--- config.mk ---
export PLATFORM = sky130hd
export DESIGN_NAME = rc_packet_receiver_decoder
export DESIGN_NICKNAME = d
export VERILOG_FILES = /design/src/design/rcprd_pkg.sv /design/src/design/rcprd_front.sv /design/src/design/rcprd_queue.sv /design/src/design/rcprd_back.sv /design/src/design/rc_packet_receiver_decoder.sv
export SDC_FILE = /design/constraint.sdc
export NUM_CORES = 1
export LEC_CHECK = 0
export BUFFER_PORTS_ARGS = -buffer_cell sky130_fd_sc_hd__buf_2
export CAP_MARGIN = 15
export CORE_MARGIN = 2
export CORE_UTILIZATION = 55
export CTS_CLUSTER_SIZE = 20
export DETAILED_ROUTE_END_ITERATION = 10
export PLACE_DENSITY = 0.73
export SETUP_SLACK_MARGIN = 0.3
export SYNTH_ARGS = -nofsm -noshare
export SYNTH_HDL_FRONTEND = slang
export SYNTH_SLANG_ARGS = --single-unit
--- constraint.sdc ---
create_clock -name clk_i -period 7.1 [get_ports clk_i]
set_input_delay 2.13 -clock clk_i [delete_from_list [all_inputs] [get_ports clk_i]]
set_output_delay 2.13 -clock clk_i [all_outputs]
set_load 0.01 [all_outputs]
--- src/design/rcprd_pkg.sv ---
// Shared types and constants of the radio-control packet receiver and decoder.
`timescale 1ns / 1ps

package rcprd_pkg;

  localparam int unsigned StepW    = 16;
  localparam int unsigned ElapsedW = 25;
  localparam int unsigned LimitW   = 24;
  localparam int unsigned TableW   = 32;
  localparam int unsigned AddrW    = 24;
  localparam int unsigned StickW   = 9;
  localparam int unsigned CfgIdxW  = 2;
  localparam int unsigned CfgDataW = 32;

  localparam int unsigned InDataW  = 80;
  localparam int unsigned OutDataW = 80;
  localparam int unsigned OutUserW = 3;

  // Queue between the classifying front and the executing back.
  localparam int unsigned QDepth = 2;
  localparam int unsigned QPtrW  = $clog2(QDepth);
  localparam int unsigned QCntW  = $clog2(QDepth + 1);

  localparam logic [7:0]          BindChannel  = 8'h4D;
  localparam logic [7:0]          StickCenter  = 8'd50;
  localparam logic [TableW-1:0]   HopTableRst  = 32'h0727_434D;
  localparam logic [LimitW-1:0]   FailLimitRst = 24'd1000000;
  localparam logic [AddrW-1:0]    AddrRst      = 24'hE7E7E7;
  localparam logic [ElapsedW-1:0] ElapsedMax   = '1;

  // Bit positions of the mode flags inside payload byte 5.
  localparam int unsigned FlagExpertBit   = 0;
  localparam int unsigned FlagHeadlessBit = 2;
  localparam int unsigned FlagReturnBit   = 6;
  localparam int unsigned FlagFlipBit     = 7;

  typedef enum logic [2:0] {
    StNone     = 3'd0,
    StBindOk   = 3'd1,
    StBindFail = 3'd2,
    StDataOk   = 3'd3,
    StDataFail = 3'd4
  } status_e;

  typedef enum logic [CfgIdxW-1:0] {
    CfgHopTable  = 2'd0,
    CfgFailLimit = 2'd1
  } cfg_idx_e;

  // One classified word as it travels from the front to the back.
  typedef struct packed {
    logic             has_payload;
    logic             bind_sum_ok;
    logic             data_sum_ok;
    logic [StepW-1:0] step;
    logic [7:0]       b6;
    logic [7:0]       b5;
    logic [7:0]       b4;
    logic [7:0]       b3;
    logic [7:0]       b2;
    logic [7:0]       b1;
    logic [7:0]       b0;
  } cmd_t;

  localparam int unsigned CmdW = $bits(cmd_t);

  // One result word.
  typedef struct packed {
    status_e                  status;
    logic                     failsafe_active;
    logic signed [StickW-1:0] aileron;
    logic signed [StickW-1:0] elevator;
    logic signed [StickW-1:0] rudder;
    logic [7:0]               throttle;
    logic [3:0]               mode_flags;
    logic [3:0]               flags_changed;
    logic [7:0]               radio_channel;
    logic [AddrW-1:0]         bound_address;
    logic                     is_bound;
  } result_t;

  typedef struct packed {
    logic                valid;
    logic [CfgIdxW-1:0]  index;
    logic [CfgDataW-1:0] data;
  } cfg_wr_t;

endpackage

--- src/design/rcprd_front.sv ---
// Front stage: takes input words, checks both checksums and registers the command.
`timescale 1ns / 1ps

module rcprd_front
  import rcprd_pkg::*;
(
  input  logic               clk_i,
  input  logic               rst_ni,
  input  logic               in_valid_i,
  output logic               in_ready_o,
  input  logic [InDataW-1:0] in_data_i,
  input  logic               in_func_i,
  output logic               cmd_valid_o,
  input  logic               cmd_ready_i,
  output cmd_t               cmd_o
);

  logic       valid_q, valid_d;
  cmd_t       cmd_q, cmd_d;
  logic [7:0] byte_w [8];
  logic [7:0] bind_sum;
  logic [7:0] data_sum;
  logic       accept;

  always_comb begin
    for (int i = 0; i < 8; i++) begin
      byte_w[i] = in_data_i[StepW + 8*i +: 8];
    end
  end

  // Both sums are formed here; the back picks the one that fits its mode.
  assign bind_sum = byte_w[4] + byte_w[5] + byte_w[6];
  assign data_sum = byte_w[0] + byte_w[1] + byte_w[2] + byte_w[3] + bind_sum;

  assign in_ready_o = !valid_q || cmd_ready_i;
  assign accept     = in_valid_i && in_ready_o;

  always_comb begin
    cmd_d             = cmd_q;
    cmd_d.has_payload = in_func_i;
    cmd_d.bind_sum_ok = (bind_sum == byte_w[7]);
    cmd_d.data_sum_ok = (data_sum == byte_w[7]);
    cmd_d.step        = in_data_i[StepW-1:0];
    cmd_d.b0          = byte_w[0];
    cmd_d.b1          = byte_w[1];
    cmd_d.b2          = byte_w[2];
    cmd_d.b3          = byte_w[3];
    cmd_d.b4          = byte_w[4];
    cmd_d.b5          = byte_w[5];
    cmd_d.b6          = byte_w[6];
    if (accept) begin
      valid_d = 1'b1;
    end else if (cmd_ready_i) begin
      valid_d = 1'b0;
    end else begin
      valid_d = valid_q;
    end
  end

  always_ff @(posedge clk_i or negedge rst_ni) begin
    if (!rst_ni) begin
      valid_q <= 1'b0;
    end else begin
      valid_q <= valid_d;
    end
  end

  always_ff @(posedge clk_i) begin
    if (accept) begin
      cmd_q <= cmd_d;
    end
  end

  assign cmd_valid_o = valid_q;
  assign cmd_o       = cmd_q;

endmodule

--- src/design/rcprd_queue.sv ---
// Short command queue that decouples the front from the back.
`timescale 1ns / 1ps

module rcprd_queue
  import rcprd_pkg::*;
(
  input  logic clk_i,
  input  logic rst_ni,
  input  logic push_valid_i,
  output logic push_ready_o,
  input  cmd_t push_cmd_i,
  output logic pop_valid_o,
  input  logic pop_ready_i,
  output cmd_t pop_cmd_o
);

  cmd_t             entry_q [QDepth];
  logic [QPtrW-1:0] wr_ptr_q, wr_ptr_d;
  logic [QPtrW-1:0] rd_ptr_q, rd_ptr_d;
  logic [QCntW-1:0] count_q, count_d;
  logic             push, pop;

  assign push_ready_o = (count_q != QCntW'(QDepth));
  assign pop_valid_o  = (count_q != '0);
  assign push         = push_valid_i && push_ready_o;
  assign pop          = pop_valid_o && pop_ready_i;
  assign pop_cmd_o    = entry_q[rd_ptr_q];

  always_comb begin
    wr_ptr_d = wr_ptr_q;
    rd_ptr_d = rd_ptr_q;
    count_d  = count_q;
    if (push) begin
      wr_ptr_d = (wr_ptr_q == QPtrW'(QDepth - 1)) ? '0 : wr_ptr_q + 1'b1;
    end
    if (pop) begin
      rd_ptr_d = (rd_ptr_q == QPtrW'(QDepth - 1)) ? '0 : rd_ptr_q + 1'b1;
    end
    if (push && !pop) begin
      count_d = count_q + 1'b1;
    end else if (pop && !push) begin
      count_d = count_q - 1'b1;
    end
  end

  always_ff @(posedge clk_i or negedge rst_ni) begin
    if (!rst_ni) begin
      wr_ptr_q <= '0;
      rd_ptr_q <= '0;
      count_q  <= '0;
    end else begin
      wr_ptr_q <= wr_ptr_d;
      rd_ptr_q <= rd_ptr_d;
      count_q  <= count_d;
    end
  end

  always_ff @(posedge clk_i) begin
    if (push) begin
      entry_q[wr_ptr_q] <= push_cmd_i;
    end
  end

endmodule

--- src/design/rcprd_back.sv ---
// Back stage: link state, failsafe timer, configuration registers and result register.
`timescale 1ns / 1ps

module rcprd_back
  import rcprd_pkg::*;
(
  input  logic    clk_i,
  input  logic    rst_ni,
  input  cfg_wr_t cfg_i,
  input  logic    cmd_valid_i,
  output logic    cmd_ready_o,
  input  cmd_t    cmd_i,
  output logic    res_valid_o,
  input  logic    res_ready_i,
  output result_t res_o
);

  logic [TableW-1:0]        hop_table_q;
  logic [LimitW-1:0]        fail_limit_q;
  logic                     normal_q, normal_d;
  logic [AddrW-1:0]         addr_q, addr_d;
  logic [1:0]               hop_q, hop_d;
  logic signed [StickW-1:0] ail_q, ail_d, ele_q, ele_d, rud_q, rud_d;
  logic [7:0]               thr_q, thr_d;
  logic [3:0]               flag_q, flag_d, chg_q, chg_d;
  logic [ElapsedW-1:0]      elapsed_q, elapsed_d;
  logic                     fs_q, fs_d;
  logic                     res_valid_q;
  result_t                  res_q, res_d;
  logic [ElapsedW:0]        elapsed_sum;
  logic [3:0]               new_flags;
  status_e                  status;
  logic                     take;

  // A command executes whenever the result register is free or being emptied.
  assign cmd_ready_o = !res_valid_q || res_ready_i;
  assign take        = cmd_valid_i && cmd_ready_o;

  assign elapsed_sum = {1'b0, elapsed_q} + (ElapsedW + 1)'(cmd_i.step);
  assign new_flags   = {cmd_i.b5[FlagFlipBit], cmd_i.b5[FlagReturnBit],
                        cmd_i.b5[FlagHeadlessBit], cmd_i.b5[FlagExpertBit]};

  always_comb begin
    normal_d  = normal_q;
    addr_d    = addr_q;
    hop_d     = hop_q;
    ail_d     = ail_q;
    ele_d     = ele_q;
    rud_d     = rud_q;
    thr_d     = thr_q;
    flag_d    = flag_q;
    chg_d     = chg_q;
    fs_d      = fs_q;
    status    = StNone;
    elapsed_d = elapsed_sum[ElapsedW] ? ElapsedMax : elapsed_sum[ElapsedW-1:0];

    if (cmd_i.has_payload) begin
      if (!normal_q) begin
        if (cmd_i.bind_sum_ok) begin
          addr_d   = {cmd_i.b6, cmd_i.b5, cmd_i.b4};
          normal_d = 1'b1;
          status   = StBindOk;
        end else begin
          status = StBindFail;
        end
      end else begin
        if (cmd_i.data_sum_ok) begin
          ail_d     = {1'b0, cmd_i.b3} - {1'b0, StickCenter};
          ele_d     = {1'b0, cmd_i.b2} - {1'b0, StickCenter};
          rud_d     = {1'b0, cmd_i.b1} - {1'b0, StickCenter};
          thr_d     = cmd_i.b0;
          chg_d     = flag_q ^ new_flags;
          flag_d    = new_flags;
          elapsed_d = '0;
          fs_d      = 1'b0;
          status    = StDataOk;
        end else begin
          status = StDataFail;
        end
        hop_d = hop_q + 1'b1;
      end
    end

    if (elapsed_d > {1'b0, fail_limit_q}) begin
      fs_d  = 1'b1;
      ail_d = '0;
      ele_d = '0;
      rud_d = '0;
      thr_d = '0;
    end

    res_d.status          = status;
    res_d.failsafe_active = fs_d;
    res_d.aileron         = ail_d;
    res_d.elevator        = ele_d;
    res_d.rudder          = rud_d;
    res_d.throttle        = thr_d;
    res_d.mode_flags      = flag_d;
    res_d.flags_changed   = chg_d;
    res_d.radio_channel   = normal_d ? hop_table_q[8*hop_d +: 8] : BindChannel;
    res_d.bound_address   = addr_d;
    res_d.is_bound        = normal_d;
  end

  always_ff @(posedge clk_i or negedge rst_ni) begin
    if (!rst_ni) begin
      hop_table_q  <= HopTableRst;
      fail_limit_q <= FailLimitRst;
    end else if (cfg_i.valid) begin
      unique case (cfg_i.index)
        CfgHopTable:  hop_table_q  <= cfg_i.data;
        CfgFailLimit: fail_limit_q <= cfg_i.data[LimitW-1:0];
        default:      ;
      endcase
    end
  end

  always_ff @(posedge clk_i or negedge rst_ni) begin
    if (!rst_ni) begin
      normal_q    <= 1'b0;
      addr_q      <= AddrRst;
      hop_q       <= '0;
      ail_q       <= '0;
      ele_q       <= '0;
      rud_q       <= '0;
      thr_q       <= '0;
      flag_q      <= '0;
      chg_q       <= '0;
      elapsed_q   <= '0;
      fs_q        <= 1'b0;
      res_valid_q <= 1'b0;
    end else begin
      if (take) begin
        normal_q  <= normal_d;
        addr_q    <= addr_d;
        hop_q     <= hop_d;
        ail_q     <= ail_d;
        ele_q     <= ele_d;
        rud_q     <= rud_d;
        thr_q     <= thr_d;
        flag_q    <= flag_d;
        chg_q     <= chg_d;
        elapsed_q <= elapsed_d;
        fs_q      <= fs_d;
      end
      if (take) begin
        res_valid_q <= 1'b1;
      end else if (res_ready_i) begin
        res_valid_q <= 1'b0;
      end
    end
  end

  always_ff @(posedge clk_i) begin
    if (take) begin
      res_q <= res_d;
    end
  end

  assign res_valid_o = res_valid_q;
  assign res_o       = res_q;

  // While failsafe holds, every stick reads zero.
  a_failsafe_sticks_zero: assert property (@(posedge clk_i) disable iff (!rst_ni)
    fs_q |-> (ail_q == '0 && ele_q == '0 && rud_q == '0 && thr_q == '0))
    else $error("sticks not zero while failsafe is active");

  // Before binding the radio stays on the bind channel.
  a_unbound_bind_channel: assert property (@(posedge clk_i) disable iff (!rst_ni)
    (res_valid_q && !res_q.is_bound) |-> (res_q.radio_channel == BindChannel))
    else $error("unbound result off the bind channel");

  // Data packets are only reported once bound.
  a_data_needs_bind: assert property (@(posedge clk_i) disable iff (!rst_ni)
    (res_valid_q && (res_q.status == StDataOk || res_q.status == StDataFail))
    |-> res_q.is_bound)
    else $error("data status reported while in bind mode");

  // A successful data packet leaves failsafe and restarts the timer.
  a_data_ok_clears_timer: assert property (@(posedge clk_i) disable iff (!rst_ni)
    (take && status == StDataOk) |=> (elapsed_q == '0))
    else $error("timer not cleared by a valid data packet");

endmodule

--- src/design/rc_packet_receiver_decoder.sv ---
// Top level of the radio-control packet receiver and decoder.
`timescale 1ns / 1ps

// Receiver side of a radio-control link. Each input word carries the microseconds
// elapsed since the previous word and, when tuser is set, an 8-byte payload. After
// reset the block is in bind mode on channel 0x4D: a payload whose 8-bit sum of
// bytes 4 to 6 equals byte 7 teaches the 24-bit address and moves the block to
// normal mode. In normal mode an 8-bit sum over bytes 0 to 6 must equal byte 7;
// a good packet updates the held sticks and mode flags, records which flags
// changed, clears the failsafe timer and leaves failsafe. Every normal-mode packet,
// good or bad, steps through the four hop channels of the channel table. When the
// timer runs past the failsafe limit, failsafe is set and the sticks read zero.
// Every input word yields exactly one result word. The block sustains one word per
// clock cycle in both directions while the result side does not stall; the back
// stage does its whole timer update (add, saturate, compare against the limit)
// as each command executes, which is what allows that rate. An accepted word is
// registered in the front register, then written into the command queue and then
// into the result register, from which its result is offered. The two-entry queue
// lets the front keep taking words while the result side is stalled, until the
// queue is full. Configuration writes are always accepted and belong in idle
// periods; index 0 is the hop channel table, index 1 the failsafe limit, other
// indexes are ignored.
module rc_packet_receiver_decoder
  import rcprd_pkg::*;
(
  input  logic                clk_i,
  input  logic                rst_ni,
  // Input stream.
  input  logic                s_axis_tvalid,
  output logic                s_axis_tready,
  // time_step_us[15:0], byte0[23:16], byte1 .. byte7 up to [79:72]
  input  logic [InDataW-1:0]  s_axis_tdata,
  // func[0]
  input  logic                s_axis_tuser,
  // Result stream.
  output logic                m_axis_tvalid,
  input  logic                m_axis_tready,
  // failsafe_active[0], aileron[9:1], elevator[18:10], rudder[27:19],
  // throttle[35:28], mode_flags[39:36], flags_changed[43:40],
  // radio_channel[51:44], bound_address[75:52], is_bound[76], zero[79:77]
  output logic [OutDataW-1:0] m_axis_tdata,
  // status[2:0]
  output logic [OutUserW-1:0] m_axis_tuser,
  // Configuration write channel.
  input  logic                cfg_valid_i,
  output logic                cfg_ready_o,
  input  logic [CfgIdxW-1:0]  cfg_index_i,
  input  logic [CfgDataW-1:0] cfg_data_i
);

  logic    fr_valid, fr_ready;
  cmd_t    fr_cmd;
  logic    q_valid, q_ready;
  cmd_t    q_cmd;
  cfg_wr_t cfg_wr;
  result_t res;

  assign cfg_ready_o  = 1'b1;
  assign cfg_wr.valid = cfg_valid_i;
  assign cfg_wr.index = cfg_index_i;
  assign cfg_wr.data  = cfg_data_i;

  rcprd_front u_front (
    .clk_i       (clk_i),
    .rst_ni      (rst_ni),
    .in_valid_i  (s_axis_tvalid),
    .in_ready_o  (s_axis_tready),
    .in_data_i   (s_axis_tdata),
    .in_func_i   (s_axis_tuser),
    .cmd_valid_o (fr_valid),
    .cmd_ready_i (fr_ready),
    .cmd_o       (fr_cmd)
  );

  rcprd_queue u_queue (
    .clk_i        (clk_i),
    .rst_ni       (rst_ni),
    .push_valid_i (fr_valid),
    .push_ready_o (fr_ready),
    .push_cmd_i   (fr_cmd),
    .pop_valid_o  (q_valid),
    .pop_ready_i  (q_ready),
    .pop_cmd_o    (q_cmd)
  );

  rcprd_back u_back (
    .clk_i       (clk_i),
    .rst_ni      (rst_ni),
    .cfg_i       (cfg_wr),
    .cmd_valid_i (q_valid),
    .cmd_ready_o (q_ready),
    .cmd_i       (q_cmd),
    .res_valid_o (m_axis_tvalid),
    .res_ready_i (m_axis_tready),
    .res_o       (res)
  );

  assign m_axis_tuser = res.status;
  assign m_axis_tdata = {3'b000, res.is_bound, res.bound_address, res.radio_channel,
                         res.flags_changed, res.mode_flags, res.throttle,
                         res.rudder, res.elevator, res.aileron, res.failsafe_active};

endmodule

==> results.txt, run 1 <==
worst skew pair latency: 0.58 ns
clk sink count: 463
# DRC: 0
clock power share: 0.204
Pins Over Slew Limit: 0
Min Hold Slack: 0.444 ns
Worst R2R Path Depth: 18
switching power: 4340 uW
CTS buffer count: 48
Worst slew margin: 0.253
wire per inst: 19.1 um
Final HPWL DP: 30200 um
Internal: 7360 uW
Overall Global Routing Usage: 0.226
sequential group share of total power: 0.381
core footprint: 37600 um^2
post_cts resized: 0
routed vias/inst: 5.50
asr flop ratio synth: 0.341
fillers: 2868
# Post-CTS Setup Buffers: 0
crit-path max FO: 53
Synth cell types: 76
Setup TNS: 0 ns
flops & latches, synth: 463
Synth Area per Inst: 13.4 um^2
RSZ-0062 raised after global routing: no
Required @ worst endpoint: 7.50 ns
Crit. Startpoint: u_queue.rd_ptr_q
Max Cap Violations: 0
initial core utilization: 0.558
vias after detailed routing: 12700
Min-Delay Path Class: reg2reg
Main synth FF type: edfxtp_1
1st-pass router iterations: 5
global route overflow: 0
Synth area leader: edfxtp_1
status: finished, final reports clean
Area Overhead vs Synth: 14.1%
Die Area: 39700 um^2
count leader, synth: edfxtp_1
Comb power frac: 0.415
initial drt markers: 822
Leak: 0.00970 uW
met2 Resource Use GR: 0.358
H-Tree Level Count: 2
Power Dens Cells: 489 nW/um^2
Post-Synthesis Cells: 1560
Synth top area share: 0.437
worst path arrival time: 6.17 ns
cell row count: 71
largest net degree at the start of global routing: 89
period utilisation layout: 0.812
Clock Tree Root: clkbuf_16
Least-Margin Pin Slew: 1.12 ns
gr busiest metal: met2
synth warn: 0
grt met3 use: 0.0371
Switching Share: 0.371
first-pass GRT wire length: 68500 um
Seq/Total Area, Yosys: 0.628
die height: 199 um
share of cells above drive strength 1: 0.269
CTS tree: yes
Setup Viol. Count Final: 0
Clock Skews: 0.0142 ns
number of synthesized flops with an enable pin: 305
CTS Hold Bufs: 0
Area contributors post-synth: edfxtp_1 (44%), dfrtp_1 (14%), mux2_2 (5.4%)
clock slew seen by the registers of the worst setup and hold paths: 0.06 ns
port buffer count: 201
Startpoint Class: flip-flop
total power: 11700 uW
maximum vdd ir drop: 0.000341 V
Chip Width: 199 um
crit end category: flip-flop
Syn Std Cell Area: 21000 um^2
number of global-route vias before repair: 12500
final hold vios: 0
io pins: 206
clk buf depth: 3
post-layout net count: 1966
total wire length: 44100 um
FF-to-FF Start: u_queue.rd_ptr_q
Peak Freq: 173 MHz
Final Wtd Congestion: 0.880
Antenna Nets Post-Route: 0
met1 track demand over resource: 0.323
Hold Crit Depth: 0
crit path kind: reg2reg
initial antenna violation count: 1
HP Start: u_front.cmd_o[68]
Final Critical Period: 5.77 ns
Synth top cells by count: edfxtp_1 (305), nand2_1 (164), dfrtp_1 (119), a21oi_1 (107), mux2_2 (101)
==> path summary, 6_finish.rpt <==
path	to	slack (ns)
max in group asynchronous	u_queue.rd_ptr_q	4.39
setup reg to reg	u_back.rud_q[2]	1.33
hold reg to reg	u_queue.entry_q[1][68]	0.44
hold / removal	u_queue.entry_q[1][68]	0.44
setup / recovery	u_back.rud_q[2]	1.33
min in group asynchronous	u_back.hop_table_q[31]	1.42
==> logic make-up after synthesis <==
| kind of cell | synth area share |
|---|---|
| buf+inv | 0.0316 |
| flops | 0.628 |
| mux | 0.0815 |
| compound gates | 0.0899 |
| xor+xnor | 0.0329 |
| fa+ha+maj | 0.0623 |
| simple gates | 0.0736 |
| other cells | 0.000358 |
==> cell type report <==
class / count / area (um^2) / share of cell area
Antenna cell: 1 / 2.50 / 0.000105
Clock buffer: 71 / 1380 / 0.0577
Clock inverter: 18 / 114 / 0.00476
Inverter: 84 / 320 / 0.0134
Multi-Input combinational cell: 948 / 7190 / 0.301
Sequential cell: 463 / 13200 / 0.550
Tap cell: 511 / 639 / 0.0267
Timing Repair Buffer: 214 / 1110 / 0.0465
==> cells in the final DEF, fill, tap and decap left out, types with 11 or more instances in the layout <==
master,synthesis,layout
a31oi_1,15,15
xnor2_1,48,48
fa_1,29,29
nand3_1,11,11
a211oi_2,12,12
mux2i_1,39,39
buf_2,20,200
edfxtp_1,305,305
dfrtp_1,119,118
xor2_1,29,29
a21oi_1,107,107
ha_1,58,58
buf_4,9,12
a211oi_1,12,12
mux2_2,101,101
o21ai_0,37,37
nor3_1,17,17
clkbuf_1,30,16
dfstp_2,39,39
clkbuf_16,0,50
nand2_1,164,163
nor2_1,99,98
inv_1,83,83
==> flip-flops by register name, summed over array words and instances, names as in the netlist, 24 cells and up <==
| name | flops |
|---|---|
| u_queue.entry_q | 150 |
| u_back.hop_table_q | 32 |
| u_back.addr_q | 24 |
| u_front.cmd_o | 75 |
| u_back.fail_limit_q | 24 |
| u_back.elapsed_q | 25 |
| u_back.res_o | 80 |
==> through the flow <==
| step | std cells | setup slack [ns] | util | instance area, um^2 |
|---|---|---|---|---|
| 3_5_place_dp | 2219 | 1.32 | 0.597 | 22400 |
| 6_report | 2310 | 1.33 | 0.637 | 23900 |
| 3_3_place_gp | 2219 | 1.39 | 0.597 | 22400 |
| 5_1_grt | 2309 | 0.870 | 0.637 | 23900 |
| 2_1_floorplan | 1562 | 1.34 | - | 21000 |
| 4_1_cts | 2308 | 1.34 | 0.636 | 23900 |
==> metal layers <==
layer	up-vias	share of wire
met5	-	0.00029
met4	2	0.021
met3	57	0.057
met2	348	0.47
met1	6286	0.45
li1	6007	-
==> power by group through the flow <==
| stage | Sequential, uW | Combinational, uW | Clock [uW] |
|---|---|---|---|
| finish | 4470 | 4860 | 2380 |
| global route | 4560 | 5390 | 2540 |
| CTS | 4470 | 4870 | 2430 |
| detailed placement | 4510 | 4830 | 0 |
| global placement | 4480 | 4710 | 0 |
| floorplan | 4500 | 3480 | 0 |
==> worst max-delay path, cell delays in order, from the launching register on <==
cell and delay, ns:
dfrtp_4 0.81, mux2_2 0.41, ha_1 0.23, fa_1 0.43, a211oi_1 0.35, o21ai_1 0.21
a211oi_1 0.42, o211ai_1 0.15, and2_1 0.19, xnor2_1 0.14, a21oi_1 0.09, ha_1 0.32
nand4_1 0.10, o21a_1 0.20, o211ai_1 0.16, a211o_1 0.17, nand2_2 0.13, a41oi_4 0.84
o22ai_1 0.21
(Power assumes the default switching activity.)
==> inputs of run 2 (changes only) <==
==> constraint.sdc (replaced) <==
create_clock -name clk_i -period 5.4 [get_ports clk_i]
set_input_delay 1.62 -clock clk_i [delete_from_list [all_inputs] [get_ports clk_i]]
set_output_delay 1.62 -clock clk_i [all_outputs]
set_load 0.01 [all_outputs]
==> run 2 against run 1 <==
  * Sequential power grew 30%
  * First-iteration DRC count rose by 9.2%
  * Clock power grew 49%
  * Fmax rose by 17%
  * Die area is the same
  * Global-route usage up 0.19 points
  * Combinational power is 40% higher
  * Core utilization grew 1.6 points
  * Setup slack lost 0.88 ns
  * Sequential cell count unchanged
  * Via count is 2.1% higher
  * Clock skew increased by 0.0087 ns
  * Critical path type unchanged
  * Critical endpoint is now u_back.res_o[55]
==> results.txt, run 2 (same netlist as run 1, synthesis figures left out) <==
period utilisation layout: 0.917
share of cells above drive strength 1: 0.293
initial core utilization: 0.558
Min Hold Slack: 0.436 ns
initial antenna violation count: 1
clock slew seen by the registers of the worst setup and hold paths: 0.06 ns
footprint of the multi-input gates: 7300 um^2
core footprint: 37600 um^2
io pins: 206
Final Wtd Congestion: 0.877
Required @ worst endpoint: 5.80 ns
Chip Width: 199 um
CTS buffer count: 48
Worst slew margin: 0.271
global route overflow: 0
port buffer count: 201
Finished Core Util: 0.653
post-layout net count: 1992
CTS tree: yes
clk buf depth: 3
Clock Skews: 0.0229 ns
Reg area: 13200 um^2
worst skew pair latency: 0.59 ns
routed vias/inst: 5.55
register bank with the most flops: u_queue.entry_q
fillers: 2737
Post-Place Cell Area: 22600 um^2
crit path kind: reg2reg
Antenna Nets Post-Route: 0
Clock Tree Root: clkbuf_16
crit-path max FO: 19
first-pass GRT wire length: 68800 um
Power Dens Cells: 659 nW/um^2
Overall Global Routing Usage: 0.228
largest net degree at the start of global routing: 82
final hold vios: 0
worst path arrival time: 5.35 ns
RSZ-0062 raised after global routing: no
Final HPWL DP: 30800 um
crit end category: flip-flop
total wire length: 45600 um
most frequent cells in the layout: edfxtp_1 (305), buf_2 (200), nand2_1 (162)
1st-pass router iterations: 5
Worst R2R Path Depth: 17
Die Area: 39700 um^2
Min-Delay Path Class: reg2reg
Least-Margin Pin Slew: 1.09 ns
Peak Freq: 202 MHz
cell row count: 71
CTS Hold Bufs: 0
Leak: 0.00998 uW
H-Tree Level Count: 2
clk sink count: 463
Max Cap Violations: 0
status: finished, final reports clean
number of global-route vias before repair: 12400
Design Area, Final: 24500 um^2
# DRC: 0
Pins Over Slew Limit: 0
max reg flops: 150
Hold Crit Depth: 0
Setup Viol. Count Final: 0
Area Overhead vs Synth: 17.0%
Final Critical Period: 4.95 ns
commonest non-fill, non-tap cell in the layout: edfxtp_1
initial drt markers: 898
wire per inst: 19.5 um
vias after detailed routing: 13000
die height: 199 um
Setup TNS: 0 ns
maximum vdd ir drop: 0.000297 V
Startpoint Class: flip-flop
-- run 2: cell count changes in the layout (fill, tap and decap cells not counted), sizes merged --
cell and delta:
buf +21, bufinv +9, clkbuf -6, inv +3, clkinv -2, clkinvlp -1, nand4 +1
-- run 2: final cells by class --
| type | count | area share |
|---|---|---|
| flip-flops and latches | 463 | 0.537 |
| multi-input cells | 949 | 0.297 |
| diodes | 1 | 0.000102 |
| repair buffers | 239 | 0.0577 |
| inverters | 84 | 0.0131 |
| clock buffers | 61 | 0.0535 |
| well taps | 511 | 0.0261 |
| clock inverters | 27 | 0.0157 |
-- run 2: where the power goes --
group          switching, uW  total, uW  leakage, uW  internal, uW
clock                   1380       3540     0.000835          2160
sequential               513       5820      0.00477          5300
combinational           4000       6800      0.00438          2810
total                   5890      16200      0.00998         10300
-- run 2: final timing paths --
check | from | to | slack (ns)
worst max-delay path | u_queue.rd_ptr_q | u_back.res_o[55] | 0.45
worst min-delay path | u_front.cmd_o[55] | u_queue.entry_q[1][55] | 0.44
worst max register to register | u_queue.rd_ptr_q | u_back.res_o[55] | 0.45
worst min register to register | u_front.cmd_o[55] | u_queue.entry_q[1][55] | 0.44
max in group asynchronous | rst_ni | u_back.hop_table_q[14] | 3.39
min in group asynchronous | rst_ni | u_back.hop_table_q[31] | 1.06
-- run 2: routing by layer --
layer / wire, um / GRT usage / up-vias
met5: 13 / 0 / -
met4: 1270 / 0.0807 / 2
met3: 2770 / 0.0402 / 87
met2: 21500 / 0.359 / 428
met1: 20100 / 0.321 / 6373
li1: - / - / 6073
-- run 2: stage by stage --
stage                     std cells  total power (uW)  setup WS [ns]
final                          2335             16200          0.450
after global routing           2334             17200          0.219
after CTS                      2317             16000          0.308
after detailed placement       2229             12400         0.0692
after global placement         2229             12200          0.203
after floorplan                1562             10500          0.271
-- run 2: worst max-delay path: stages, from the launching register on --
cell,delay (ns)
dfrtp_4,0.49
mux2_2,0.35
ha_1,0.41
o211ai_1,0.19
o211ai_1,0.49
a211oi_2,0.19
or2_4,0.30
o21a_1,0.12
nor2_2,0.12
ha_1,0.26
a211oi_1,0.23
o21ai_1,0.10
a221o_1,0.36
a211o_1,0.35
nand2_4,0.14
nand4_4,0.22
clkbuf_16,0.27
a211oi_2,0.19
-- run 2: repair_timing --
action / CTS / global route
buffers inserted: 0 / 11
gates cloned: 0 / 5
gates resized for setup: 1 / 21
pin swaps: 0 / 4
endpoints found under the setup margin: 3 / 71
==> inputs of run 3 (changes only) <==
--- a/config.mk
+++ b/config.mk
@@ -7,11 +7,12 @@
 export LEC_CHECK = 0
 export BUFFER_PORTS_ARGS = -buffer_cell sky130_fd_sc_hd__buf_2
 export CAP_MARGIN = 15
+export CORE_ASPECT_RATIO = 2
 export CORE_MARGIN = 2
-export CORE_UTILIZATION = 55
+export CORE_UTILIZATION = 40
 export CTS_CLUSTER_SIZE = 20
 export DETAILED_ROUTE_END_ITERATION = 10
-export PLACE_DENSITY = 0.73
+export PLACE_DENSITY = 0.56
 export SETUP_SLACK_MARGIN = 0.3
 export SYNTH_ARGS = -nofsm -noshare
 export SYNTH_HDL_FRONTEND = slang
==> constraint.sdc (replaced) <==
create_clock -name clk_i -period 5.57 [get_ports clk_i]
set_input_delay 1.671 -clock clk_i [delete_from_list [all_inputs] [get_ports clk_i]]
set_output_delay 1.671 -clock clk_i [all_outputs]
set_load 0.01 [all_outputs]
==> run 3 against run 2 <==
  * Register-to-register slack improved by 0.10 ns
  * Combinational power fell by 3.2%
  * Via count fell by 1.7%
  * Critical path type unchanged
==> results.txt, run 3 (same netlist as run 1, synthesis figures left out) <==
Setup Viol. Count Final: 0
initial antenna violation count: 1
Overall Global Routing Usage: 0.188
RSZ-0062 raised after global routing: no
Peak Freq: 199 MHz
register bank with the most flops: u_queue.entry_q
H-Tree Level Count: 2
total wire length: 51300 um
worst path arrival time: 5.34 ns
clk buf depth: 3
worst skew pair latency: 0.56 ns
clock slew seen by the registers of the worst setup and hold paths: 0.07 ns
n_diodes: 0
clk sink count: 463
Leak: 0.00982 uW
crit end category: flip-flop
largest net degree at the start of global routing: 94
final hold vios: 0
status: finished, final reports clean
Max Cap Violations: 0
initial drt markers: 819
Area Overhead vs Synth: 16.3%
crit path kind: reg2reg
post-layout net count: 1986
CTS Hold Bufs: 0
CTS tree: yes
Die Area: 54400 um^2
Clock Skews: 0.0129 ns
period utilisation layout: 0.901
# DRC: 0
fillers: 4600
commonest non-fill, non-tap cell in the layout: edfxtp_1
first-pass GRT wire length: 78600 um
1st-pass router iterations: 5
crit-path max FO: 42
number of global-route vias before repair: 13400
Antenna Nets Post-Route: 0
most frequent cells in the layout: edfxtp_1 (305), buf_2 (200), nand2_1 (162)
Final HPWL DP: 37300 um
met2 Resource Use GR: 0.364
Least-Margin Pin Slew: 1.04 ns
Reg area: 13200 um^2
Chip Width: 166 um
initial core utilization: 0.405
Clock Tree Root: clkbuf_16
cell row count: 118
Setup TNS: 0 ns
io pins: 206
Startpoint Class: flip-flop
vias after detailed routing: 12700
Worst slew margin: 0.305
port buffer count: 201
Worst R2R Path Depth: 20
CTS buffer count: 44
Final Critical Period: 5.02 ns
gr busiest metal: met2
die height: 328 um
Hold Crit Depth: 0
grt met3 use: 0.0229
Min-Delay Path Class: reg2reg
share of cells above drive strength 1: 0.291
max reg flops: 150
Power Dens Cells: 629 nW/um^2
global route overflow: 0
maximum vdd ir drop: 0.000343 V
footprint of the multi-input gates: 7270 um^2
total power: 15400 uW
routed vias/inst: 5.15
Pins Over Slew Limit: 0
Required @ worst endpoint: 5.89 ns
Final Wtd Congestion: 0.894
core footprint: 51800 um^2
wire per inst: 20.7 um
met1 track demand over resource: 0.204
-- run 3: cell count changes in the layout (fill, tap and decap cells not counted), moves of 3 or more --
| cell | previous run | this run |
|---|---|---|
| clkinvlp_4 | 0 | 5 |
| clkinv_4 | 0 | 4 |
| buf_4 | 26 | 31 |
| bufinv_16 | 9 | 6 |
| ha_1 | 55 | 58 |
| clkbuf_1 | 9 | 6 |
| clkbuf_16 | 53 | 45 |
-- run 3: worst paths after layout --
kind                       slack (ns)               from                     end
max                              0.55   u_queue.rd_ptr_q        u_back.res_o[76]
min                              0.44  u_front.cmd_o[44]  u_queue.entry_q[1][44]
max reg2reg                      0.55   u_queue.rd_ptr_q        u_back.res_o[76]
min reg2reg                      0.44  u_front.cmd_o[44]  u_queue.entry_q[1][44]
max in group asynchronous        3.20             rst_ni  u_back.hop_table_q[14]
min in group asynchronous        1.17             rst_ni     u_front.cmd_valid_o
-- run 3: final cells by class --
class,instances,share of cell area
sequential,463,0.540
clock buffer,51,0.0471
inverter,84,0.0131
tap,660,0.0339
clock inverter,29,0.0132
timing repair buffer,238,0.0547
multi-input combinational,948,0.298
-- run 3: through the flow --
stage / area [um^2] / setup slack (ns) / hold slack [ns] / instances / utilization
CTS: 24300 / 0.300 / 0.444 / 2468 / 0.468
global route: 24400 / 0.294 / 0.454 / 2473 / 0.471
global placement: 22800 / 0.112 / 0.422 / 2388 / 0.440
floorplan: 21000 / 0.277 / 0.421 / 1562 / -
detailed placement: 22800 / 0.0884 / 0.431 / 2388 / 0.440
finish: 24400 / 0.554 / 0.444 / 2473 / 0.471
-- run 3: power breakdown --
group	total (uW)	internal [uW]	leakage, uW	switching [uW]
clock	3100	1770	0.000706	1330
combinational	6580	2680	0.00435	3900
sequential	5670	5140	0.00477	529
-- run 3: repair_timing --
| action | CTS | global route |
|---|---|---|
| buffers inserted | 0 | 5 |
| gates resized for setup | 0 | 19 |
| endpoints found under the setup margin | 0 | 72 |
-- run 3: per-layer routing --
| metal | share of wire | wire length (um) |
|---|---|---|
| met1 | 0.37 | 18800 |
| met2 | 0.56 | 28600 |
| met3 | 0.035 | 1780 |
| met4 | 0.041 | 2090 |
| met5 | 0 | 0 |
-- run 3: critical path: stages (launching register included) --
cell	delay [ns]
dfrtp_4	0.49
clkbuf_4	0.23
mux2_2	0.37
ha_1	0.32
a21oi_1	0.18
o211ai_1	0.26
buf_4	0.23
a2111oi_4	0.36
o31ai_1	0.12
a21oi_2	0.18
xor2_1	0.16
a21oi_1	0.09
ha_1	0.29
o21ai_0	0.26
a211o_1	0.15
o211ai_1	0.08
a211o_1	0.35
nand2_4	0.13
nand4_4	0.12
buf_12	0.20
a21o_1	0.18
